[src/dnhl_pkg.sv]
// ----------------------------------------------------------------------------
// dnhl_pkg
// Shared types, status codes and defaults for the name history list.
// ----------------------------------------------------------------------------
package dnhl_pkg;

  // Default table geometry
  localparam int unsigned NameSlotsDef = 8;
  localparam int unsigned NameBytesDef = 16;

  // Result status codes
  localparam logic [2:0] StEmpty   = 3'd0;
  localparam logic [2:0] StDup     = 3'd1;
  localparam logic [2:0] StAppend  = 3'd2;
  localparam logic [2:0] StReplace = 3'd3;
  localparam logic [2:0] StRead    = 3'd4;

  // Input item modes
  localparam logic ModeChar = 1'b0;
  localparam logic ModeRead = 1'b1;

  // One input item
  typedef struct packed {
    logic       mode;
    logic [7:0] char_value;
    logic       last;
    logic [2:0] entry_index;
    logic [3:0] char_index;
  } dnhl_in_t;

  // One result item
  typedef struct packed {
    logic [2:0] status;
    logic [3:0] names_held;
    logic [7:0] read_char;
  } dnhl_out_t;

  // Controller to datapath commands
  typedef struct packed {
    logic take_char;   // buffer the character of an accepted item
    logic take_read;   // start a table read for an accepted item
    logic slot_clear;  // restart the compare slot counter
    logic slot_next;   // advance the compare slot counter
    logic cmp_read;    // fetch the row of the current compare slot
    logic write_name;  // append or replace with the candidate
    logic set_empty;   // record an empty-name result
    logic set_dup;     // record a duplicate result
    logic load_out;    // move the result into the output register
  } dnhl_cmd_t;

  // Datapath to controller status
  typedef struct packed {
    logic cand_empty;
    logic table_empty;
    logic match;
    logic last_slot;
    logic out_free;
  } dnhl_sts_t;

endpackage

[src/dnhl_ram.sv]
// ----------------------------------------------------------------------------
// dnhl_ram
// Generic single-write, single-read RAM with registered read data.
// ----------------------------------------------------------------------------
module dnhl_ram #(
  parameter int unsigned Width = 8,
  parameter int unsigned Depth = 8
) (
  input  logic                     clk_i,
  input  logic                     we_i,
  input  logic [$clog2(Depth)-1:0] waddr_i,
  input  logic [Width-1:0]         wdata_i,
  input  logic                     re_i,
  input  logic [$clog2(Depth)-1:0] raddr_i,
  output logic [Width-1:0]         rdata_o
);

  logic [Width-1:0] mem_q [Depth];
  logic [Width-1:0] rdata_q;

  // Write port
  always_ff @(posedge clk_i) begin
    if (we_i) begin
      mem_q[waddr_i] <= wdata_i;
    end
  end

  // Registered read port
  always_ff @(posedge clk_i) begin
    if (re_i) begin
      rdata_q <= mem_q[raddr_i];
    end
  end

  assign rdata_o = rdata_q;

endmodule

[src/dnhl_ctrl.sv]
// ----------------------------------------------------------------------------
// dnhl_ctrl
// Sequencer for item intake, duplicate search, table update and result hand-off.
// ----------------------------------------------------------------------------
module dnhl_ctrl (
  input  logic                clk_i,
  input  logic                rst_ni,
  input  logic                in_valid_i,
  input  logic                in_mode_i,
  input  logic                in_last_i,
  output logic                in_stall_o,
  input  dnhl_pkg::dnhl_sts_t sts_i,
  output dnhl_pkg::dnhl_cmd_t cmd_o
);
  import dnhl_pkg::*;

  localparam logic [2:0] SIdle  = 3'd0;
  localparam logic [2:0] SClose = 3'd1;
  localparam logic [2:0] SCmpRd = 3'd2;
  localparam logic [2:0] SCmpCk = 3'd3;
  localparam logic [2:0] SWrite = 3'd4;
  localparam logic [2:0] SDone  = 3'd5;

  logic [2:0] state_q, state_d;

  // Accept items only while idle
  assign in_stall_o = (state_q != SIdle);

  // Next state and commands
  always_comb begin
    state_d = state_q;
    cmd_o   = '0;
    case (state_q)
      SIdle: begin
        if (in_valid_i) begin
          if (in_mode_i == ModeRead) begin
            cmd_o.take_read = 1'b1;
            state_d         = SDone;
          end else begin
            cmd_o.take_char = 1'b1;
            if (in_last_i) begin
              state_d = SClose;
            end
          end
        end
      end
      SClose: begin
        if (sts_i.cand_empty) begin
          cmd_o.set_empty = 1'b1;
          state_d         = SDone;
        end else if (sts_i.table_empty) begin
          state_d = SWrite;
        end else begin
          cmd_o.slot_clear = 1'b1;
          state_d          = SCmpRd;
        end
      end
      SCmpRd: begin
        cmd_o.cmp_read = 1'b1;
        state_d        = SCmpCk;
      end
      SCmpCk: begin
        if (sts_i.match) begin
          cmd_o.set_dup = 1'b1;
          state_d       = SDone;
        end else if (sts_i.last_slot) begin
          state_d = SWrite;
        end else begin
          cmd_o.slot_next = 1'b1;
          state_d         = SCmpRd;
        end
      end
      SWrite: begin
        cmd_o.write_name = 1'b1;
        state_d          = SDone;
      end
      SDone: begin
        if (sts_i.out_free) begin
          cmd_o.load_out = 1'b1;
          state_d        = SIdle;
        end
      end
      default: begin
        state_d = SIdle;
      end
    endcase
  end

  // State register
  always_ff @(posedge clk_i or negedge rst_ni) begin
    if (!rst_ni) begin
      state_q <= SIdle;
    end else begin
      state_q <= state_d;
    end
  end

endmodule

[src/dnhl_dp.sv]
// ----------------------------------------------------------------------------
// dnhl_dp
// Candidate buffer, circular name table, compare unit and output register.
// ----------------------------------------------------------------------------
module dnhl_dp #(
  parameter int unsigned NameSlots = dnhl_pkg::NameSlotsDef,
  parameter int unsigned NameBytes = dnhl_pkg::NameBytesDef
) (
  input  logic                clk_i,
  input  logic                rst_ni,
  input  dnhl_pkg::dnhl_in_t  in_data_i,
  input  dnhl_pkg::dnhl_cmd_t cmd_i,
  output dnhl_pkg::dnhl_sts_t sts_o,
  input  logic                out_stall_i,
  output logic                out_valid_o,
  output dnhl_pkg::dnhl_out_t out_data_o
);
  import dnhl_pkg::*;

  localparam int unsigned SlotW = $clog2(NameSlots);
  localparam int unsigned CntW  = $clog2(NameSlots + 1);
  localparam int unsigned LenW  = $clog2(NameBytes);
  localparam int unsigned CharW = $clog2(NameBytes);
  localparam int unsigned RowW  = 8 * NameBytes;
  localparam logic [SlotW:0]  SlotsWide = (SlotW + 1)'(NameSlots);
  localparam logic [CntW-1:0] SlotsCnt  = CntW'(NameSlots);

  typedef logic [NameBytes-1:0][7:0] row_t;

  // Map a logical slot (head-relative sum) onto a physical row
  function automatic logic [SlotW-1:0] wrap_row(input logic [SlotW:0] sum);
    logic [SlotW:0] adj;
    adj = sum;
    if (sum >= SlotsWide) begin
      adj = sum - SlotsWide;
    end
    return adj[SlotW-1:0];
  endfunction

  row_t              cand_q, cand_d;
  logic [LenW-1:0]   len_q, len_d;
  logic              ended_q, ended_d;
  logic [CntW-1:0]   count_q, count_d;
  logic [SlotW-1:0]  head_q, head_d;
  logic [SlotW-1:0]  slot_q, slot_d;
  logic [2:0]        res_q, res_d;
  logic              rd_ok_q, rd_ok_d;
  logic [CharW-1:0]  pos_q, pos_d;
  logic              out_valid_q, out_valid_d;
  dnhl_out_t         out_q, out_d;

  logic              table_full;
  logic              entry_ok;
  logic              char_ok;
  logic [SlotW-1:0]  rd_addr;
  logic [SlotW-1:0]  wr_addr;
  logic              rd_en;
  logic [RowW-1:0]   rd_data;
  row_t              rd_row;

  assign table_full = (count_q == SlotsCnt);
  assign entry_ok   = (32'(in_data_i.entry_index) < NameSlots) &&
                      (32'(in_data_i.entry_index) < 32'(count_q));
  assign char_ok    = (32'(in_data_i.char_index) < NameBytes);

  // Row addresses: reads by accepted slot or compare slot, writes at tail or head
  always_comb begin
    if (cmd_i.take_read) begin
      rd_addr = wrap_row((SlotW + 1)'(head_q) + (SlotW + 1)'(in_data_i.entry_index));
    end else begin
      rd_addr = wrap_row((SlotW + 1)'(head_q) + (SlotW + 1)'(slot_q));
    end
    if (table_full) begin
      wr_addr = head_q;
    end else begin
      wr_addr = wrap_row((SlotW + 1)'(head_q) + (SlotW + 1)'(count_q));
    end
  end

  assign rd_en = cmd_i.take_read || cmd_i.cmp_read;

  dnhl_ram #(
    .Width(RowW),
    .Depth(NameSlots)
  ) u_table (
    .clk_i  (clk_i),
    .we_i   (cmd_i.write_name),
    .waddr_i(wr_addr),
    .wdata_i(cand_q),
    .re_i   (rd_en),
    .raddr_i(rd_addr),
    .rdata_o(rd_data)
  );

  assign rd_row = row_t'(rd_data);

  // Status toward the controller
  assign sts_o.cand_empty  = (len_q == '0);
  assign sts_o.table_empty = (count_q == '0);
  assign sts_o.match       = (rd_data == cand_q);
  assign sts_o.last_slot   = ((32'(slot_q) + 32'd1) == 32'(count_q));
  assign sts_o.out_free    = !out_valid_q || !out_stall_i;

  // Candidate buffer: append up to NameBytes-1 characters, stop at a zero, clear on hand-off of a non-read result
  always_comb begin
    cand_d  = cand_q;
    len_d   = len_q;
    ended_d = ended_q;
    if (cmd_i.take_char && !ended_q) begin
      if (in_data_i.char_value == 8'd0) begin
        ended_d = 1'b1;
      end else if (32'(len_q) < NameBytes - 1) begin
        cand_d[len_q] = in_data_i.char_value;
        len_d         = len_q + LenW'(1);
      end
    end
    if (cmd_i.load_out && (res_q != StRead)) begin
      cand_d  = '0;
      len_d   = '0;
      ended_d = 1'b0;
    end
  end

  // Table bookkeeping, compare slot and pending result code
  always_comb begin
    count_d = count_q;
    head_d  = head_q;
    slot_d  = slot_q;
    res_d   = res_q;
    rd_ok_d = rd_ok_q;
    pos_d   = pos_q;
    if (cmd_i.slot_clear) begin
      slot_d = '0;
    end else if (cmd_i.slot_next) begin
      slot_d = slot_q + SlotW'(1);
    end
    if (cmd_i.take_read) begin
      res_d   = StRead;
      rd_ok_d = entry_ok && char_ok;
      pos_d   = CharW'(in_data_i.char_index);
    end
    if (cmd_i.set_empty) begin
      res_d = StEmpty;
    end
    if (cmd_i.set_dup) begin
      res_d = StDup;
    end
    if (cmd_i.write_name) begin
      if (table_full) begin
        res_d  = StReplace;
        head_d = wrap_row((SlotW + 1)'(head_q) + (SlotW + 1)'(1));
      end else begin
        res_d   = StAppend;
        count_d = count_q + CntW'(1);
      end
    end
  end

  // Output register: load when free, drop once transferred
  always_comb begin
    out_valid_d = out_valid_q;
    out_d       = out_q;
    if (cmd_i.load_out) begin
      out_valid_d      = 1'b1;
      out_d.status     = res_q;
      out_d.names_held = 4'(count_q);
      out_d.read_char  = '0;
      if ((res_q == StRead) && rd_ok_q) begin
        out_d.read_char = rd_row[pos_q];
      end
    end else if (!out_stall_i) begin
      out_valid_d = 1'b0;
    end
  end

  // Control and state registers
  always_ff @(posedge clk_i or negedge rst_ni) begin
    if (!rst_ni) begin
      cand_q      <= '0;
      len_q       <= '0;
      ended_q     <= 1'b0;
      count_q     <= '0;
      head_q      <= '0;
      out_valid_q <= 1'b0;
    end else begin
      cand_q      <= cand_d;
      len_q       <= len_d;
      ended_q     <= ended_d;
      count_q     <= count_d;
      head_q      <= head_d;
      out_valid_q <= out_valid_d;
    end
  end

  // Payload registers
  always_ff @(posedge clk_i) begin
    slot_q  <= slot_d;
    res_q   <= res_d;
    rd_ok_q <= rd_ok_d;
    pos_q   <= pos_d;
    out_q   <= out_d;
  end

  assign out_valid_o = out_valid_q;
  assign out_data_o  = out_q;

endmodule

[src/dedup_name_history_list_unit.sv]
// ----------------------------------------------------------------------------
// dedup_name_history_list_unit
// History list of names with duplicate detection and oldest-first eviction.
// ----------------------------------------------------------------------------
// Input channel (in_valid_i / in_stall_o / in_data_i): one transfer per item.
// A character item (mode 0) is buffered; the item with last set closes the
// name, which is then searched against the table and appended, or written
// over the oldest entry when the table is full. A read item (mode 1) returns
// one stored byte. Output channel (out_valid_o / out_stall_i / out_data_o)
// carries one result per closing or read item.
// A character item without last gives no result. A read item starts a table
// row read, and its result is loaded into the output register once that
// register is free. A closing item is checked for an empty name, and its
// name is then searched against the stored names until one matches; each
// search step is one table row read followed by a full-row compare. The
// input stalls after a read or closing item until its result is registered,
// so the next item can be taken in the cycle after. The table is one RAM of
// NameSlots rows kept as a circular list, so eviction moves no data.
// Reset empties the table and the candidate at once; unused rows read zero.
// While the receiver stalls, a finished result holds in the output register;
// character items are still taken, and the next read or closing item is
// taken and then holds the input off until the waiting result is transferred.
// ----------------------------------------------------------------------------
module dedup_name_history_list_unit #(
  parameter int unsigned NameSlots = dnhl_pkg::NameSlotsDef,
  parameter int unsigned NameBytes = dnhl_pkg::NameBytesDef
) (
  input  logic                clk_i,
  input  logic                rst_ni,
  input  logic                in_valid_i,
  output logic                in_stall_o,
  input  dnhl_pkg::dnhl_in_t  in_data_i,
  output logic                out_valid_o,
  input  logic                out_stall_i,
  output dnhl_pkg::dnhl_out_t out_data_o
);
  import dnhl_pkg::*;

  dnhl_cmd_t cmd;
  dnhl_sts_t sts;

  dnhl_ctrl u_ctrl (
    .clk_i     (clk_i),
    .rst_ni    (rst_ni),
    .in_valid_i(in_valid_i),
    .in_mode_i (in_data_i.mode),
    .in_last_i (in_data_i.last),
    .in_stall_o(in_stall_o),
    .sts_i     (sts),
    .cmd_o     (cmd)
  );

  dnhl_dp #(
    .NameSlots(NameSlots),
    .NameBytes(NameBytes)
  ) u_dp (
    .clk_i      (clk_i),
    .rst_ni     (rst_ni),
    .in_data_i  (in_data_i),
    .cmd_i      (cmd),
    .sts_o      (sts),
    .out_stall_i(out_stall_i),
    .out_valid_o(out_valid_o),
    .out_data_o (out_data_o)
  );

  // Never overwrite a result that is still waiting
  assert property (@(posedge clk_i) disable iff (!rst_ni)
    cmd.load_out |-> sts.out_free)
    else $error("result loaded over a pending transfer");

  // Datapath acts on input fields only for transferred items
  assert property (@(posedge clk_i) disable iff (!rst_ni)
    (cmd.take_char || cmd.take_read) |-> (in_valid_i && !in_stall_o))
    else $error("item consumed without a transfer");

  // At most one table access or hand-off per cycle
  assert property (@(posedge clk_i) disable iff (!rst_ni)
    $onehot0({cmd.take_char, cmd.take_read, cmd.cmp_read, cmd.write_name,
              cmd.load_out}))
    else $error("conflicting datapath commands");

  // Only read results carry a character
  assert property (@(posedge clk_i) disable iff (!rst_ni)
    (out_valid_o && (out_data_o.status != StRead)) |-> (out_data_o.read_char == 8'd0))
    else $error("nonzero character on a non-read result");

endmodule

[config.mk]
export PLATFORM = sky130hd
export DESIGN_NAME = dedup_name_history_list_unit
export DESIGN_NICKNAME = d
export VERILOG_FILES = /design/src/dnhl_pkg.sv /design/src/dnhl_ram.sv /design/src/dnhl_ctrl.sv /design/src/dnhl_dp.sv /design/src/dedup_name_history_list_unit.sv
export SDC_FILE = /design/constraint.sdc
export NUM_CORES = 2
export LEC_CHECK = 0
export BUFFER_PORTS_ARGS = -buffer_cell sky130_fd_sc_hd__buf_2
export CORE_ASPECT_RATIO = 1.1
export CORE_UTILIZATION = 30
export CTS_BUF_LIST = sky130_fd_sc_hd__clkbuf_16
export CTS_CLUSTER_DIAMETER = 80
export DETAILED_ROUTE_END_ITERATION = 10
export PLACE_DENSITY = 0.49
export SYNTH_ARGS = -nofsm -noshare
export SYNTH_HDL_FRONTEND = slang
export SYNTH_SLANG_ARGS = --single-unit
[constraint.sdc]
create_clock -name clk_i -period 10.8 [get_ports clk_i]
set_input_delay 0.54 -clock clk_i [delete_from_list [all_inputs] [get_ports clk_i]]
set_output_delay 0.54 -clock clk_i [all_outputs]
set_load 0.01 [all_outputs]
==> qor.yml <==
status: "complete, no violations"
syn_inst: 2463
drt_first_pass_iters: 5
final_common_cell: "edfxtp_1"
hold_end: "u_dp.ended_q"
p_leak_uw: 0.0208
synth_top_area_share_pct: 67.3
start_util_pct: 30.3
area_delta_synth_final_pct: 14.3
synthesis.area_um2: 52500
synth_area_leaders: "edfxtp_1 (67%), mux4_2 (7.1%), dfrtp_1 (6.9%)"
gr-total-overflow: 0
multi_input_area_um2: 12900
hold_path.startpoint: "in_data_i[16]"
placedCellCount: 4698
max-cap-violations: 0
max_slew_margin_pct: 20.0
final_area_um2: 60000
worstSkewPairLatency_ns: 0.76
cts_sinks: 1322
r2r_setup_slack_ns: 4.96
finalSetupTns_ns: 0
slew_violations: 0
hold_path_depth: 4
r2r-start: "u_ctrl.state_q[1]"
critPathMaxStageDelay_ns: 0.91
cts_resized: 0
cts_tree: "built"
yosys.cell_types.count: 44
r2r-end: "u_dp.u_table.rdata_o[121]"
ir_worst_vdd_mv: 0.219
utilization_pct: 34.6
grt_use_total_pct: 15.5
worst_pin_slew_ns: 1.20
post_cts_buffers: 0
dpl.hpwl_mm: 73.4
drive_above_1_share_pct: 22.5
ant_nets: 0
core_area_um2: 173000
gp_congestion: 0.750
startpoint_type: "register"
synth-seq-cells: 1322
clk_pin_slew_ns: 0.06
htree_levels: 4
via_count: 24729
grt_max_degree: 123
dieArea_um2: 177000
instances_no_fill: 4963
dpl_cell_area_um2: 55400
cp.arrival_ns: 6.34
root_buffer: "clkbuf_16"
synth_top_flop_cell: "edfxtp_1"
synth_top_area_cell: "edfxtp_1"
yosysWarnings: 0
cp_cell_sequence: "nor3_4 -> nand3_4 -> mux2_2 -> ha_4 -> inv_1 -> fa_4 -> xnor2_1 -> xnor2_2 -> buf_4 -> buf_4 -> mux4_2 -> mux2_2"
totalWireLength_mm: 138
crit_slowest_cell: "buf_4"
fin_crit_ns: 5.84
drc: 0
drt_iter0_drc: 2191
final_cell_mix: "edfxtp_1 (1175), mux4_2 (166), clkbuf_16 (149)"
antenna_found_initial: 5
setup_viol: 0
syn_avg_cell_area_um2: 21.3
cts_buffers: 138
fin_worst_skew_ns: 0.0195
power.total_uw: 15000
n_fill_cell: 15976
min_period_over_period_pct: 54.0
post_drt_wl_per_cell_um: 27.8
critPathMaxFanout: 66
seq_area_um2: 38900
finalHoldViolations: 0
fp.dieW_um: 401
power.density_nw_per_um2: 250
ys_seq_area_share_pct: 74.2
rows: 160
via_per_inst: 4.98
cts_buffer_depth: 3
endpoint_kind: "register"
fin_nets: 2611
ioPinCount: 38
chipHeight_um: 441
crit_required_ns: 11.30
grt_pass1_vias: 25553
async_flop_share_pct: 10.9
path_class: "reg -> reg"
grt_pass1_wl_mm: 193
grt_setup_unrepaired: "false"
synth_edf_count: 1175
rr_worst_depth: 12
io_buffers: 37
hold_path_class: "in -> reg"
max_freq_mhz: 171
syn_nets: 2498
[kinds of logic (layout without fill, tap and decap cells)]
kind of cell | Yosys count | count (layout) | synth area share (%)
flops | 1322 | 1322 | 74.2
mux | 545 | 545 | 18.7
simple gates | 274 | 274 | 2.54
xor+xnor | 140 | 140 | 2.34
buf+inv | 127 | 358 | 1.34
compound gates | 41 | 41 | 0.472
fa+ha+maj | 14 | 14 | 0.363
other cells | 0 | 1 | 0
[area by class of cell]
class	count	area share [%]
tap	2268	4.73
inverter	11	0.0689
timing repair buffer	89	1.12
antenna	1	0.00417
multi-input combinational	1014	21.6
clock inverter	109	1.34
sequential	1322	64.9
clock buffer	149	6.22
[synth_stat cells, types with 17 or more instances]
cell,count
mux4_2,166
nand3_1,17
xor2_1,132
edfxtp_1,1175
clkbuf_1,73
mux2i_1,117
nor4_1,37
mux2_2,132
mux4_1,130
nor2_1,128
nor2b_1,19
a21oi_1,17
nand2_1,30
dfrtp_1,144
buf_6,28
[layer usage]
layer  GRT usage (%)  share of wire [%]
met4            4.56                2.3
met2            26.2                 49
met3            2.72                5.4
met5               0              0.016
met1            20.5                 43
[flip-flops by register name (all words and copies together), names as in the netlist, 3 cells and up]
signal                flops
u_dp.cand_q             128
u_dp.count_q              4
u_dp.u_table.rdata_o    128
u_dp.res_q                3
u_dp.head_q               3
u_dp.u_table.mem_q     1024
u_ctrl.state_q            3
u_dp.slot_q               3
u_dp.pos_q                4
u_dp.len_q                4
u_dp.out_data_o          15
[through the flow]
| stage | setup slack (ns) | hold slack, ns |
|---|---|---|
| 2_1_floorplan | 0.267 | 0.244 |
| 3_3_place_gp | 5.01 | 0.431 |
| 3_5_place_dp | 4.85 | 0.445 |
| 4_1_cts | 4.82 | 0.217 |
| 5_1_grt | 4.63 | 0.292 |
| 6_report | 4.96 | 0.288 |
[how the worst max path moves through the flow]
| stage | startpoint | to | slack [ns] | cells after the start |
|---|---|---|---|---|
| floorplan | u_ctrl.state_q[1] | u_dp.u_table.rdata_o[0] | 0.27 | 3 |
| global placement | u_ctrl.state_q[1] | u_dp.u_table.rdata_o[121] | 5.01 | 12 |
| detailed placement | u_ctrl.state_q[1] | u_dp.u_table.rdata_o[63] | 4.85 | 12 |
| CTS | u_ctrl.state_q[1] | u_dp.u_table.rdata_o[121] | 4.82 | 12 |
| global route | u_ctrl.state_q[1] | u_dp.u_table.rdata_o[121] | 4.63 | 12 |
| finish | u_ctrl.state_q[1] | u_dp.u_table.rdata_o[121] | 4.96 | 12 |
[timing repair]
item                                    CTS  global route
hold buffers                              6             0
endpoints found under the hold margin    67             0
endpoints found under the setup margin    0             0
[power by group]
part	leakage (uW)	total (uW)	internal [uW]	switching, uW
sequential	0.0125	6720	6420	308
combinational	0.00601	3530	1570	1970
clock	0.00233	4710	2730	1970
total	0.0208	15000	10700	4250
[worst max-delay path: cells and delay by family, from the launching register on]
kind          cells  cell delay (ns)
fa+ha+maj         2             0.59
buf+inv           3             1.76
simple gates      2             0.46
flops             1             0.56
mux               3             0.98
xor+xnor          2             1.06
Note: power is estimated with default switching activity, not from simulation.
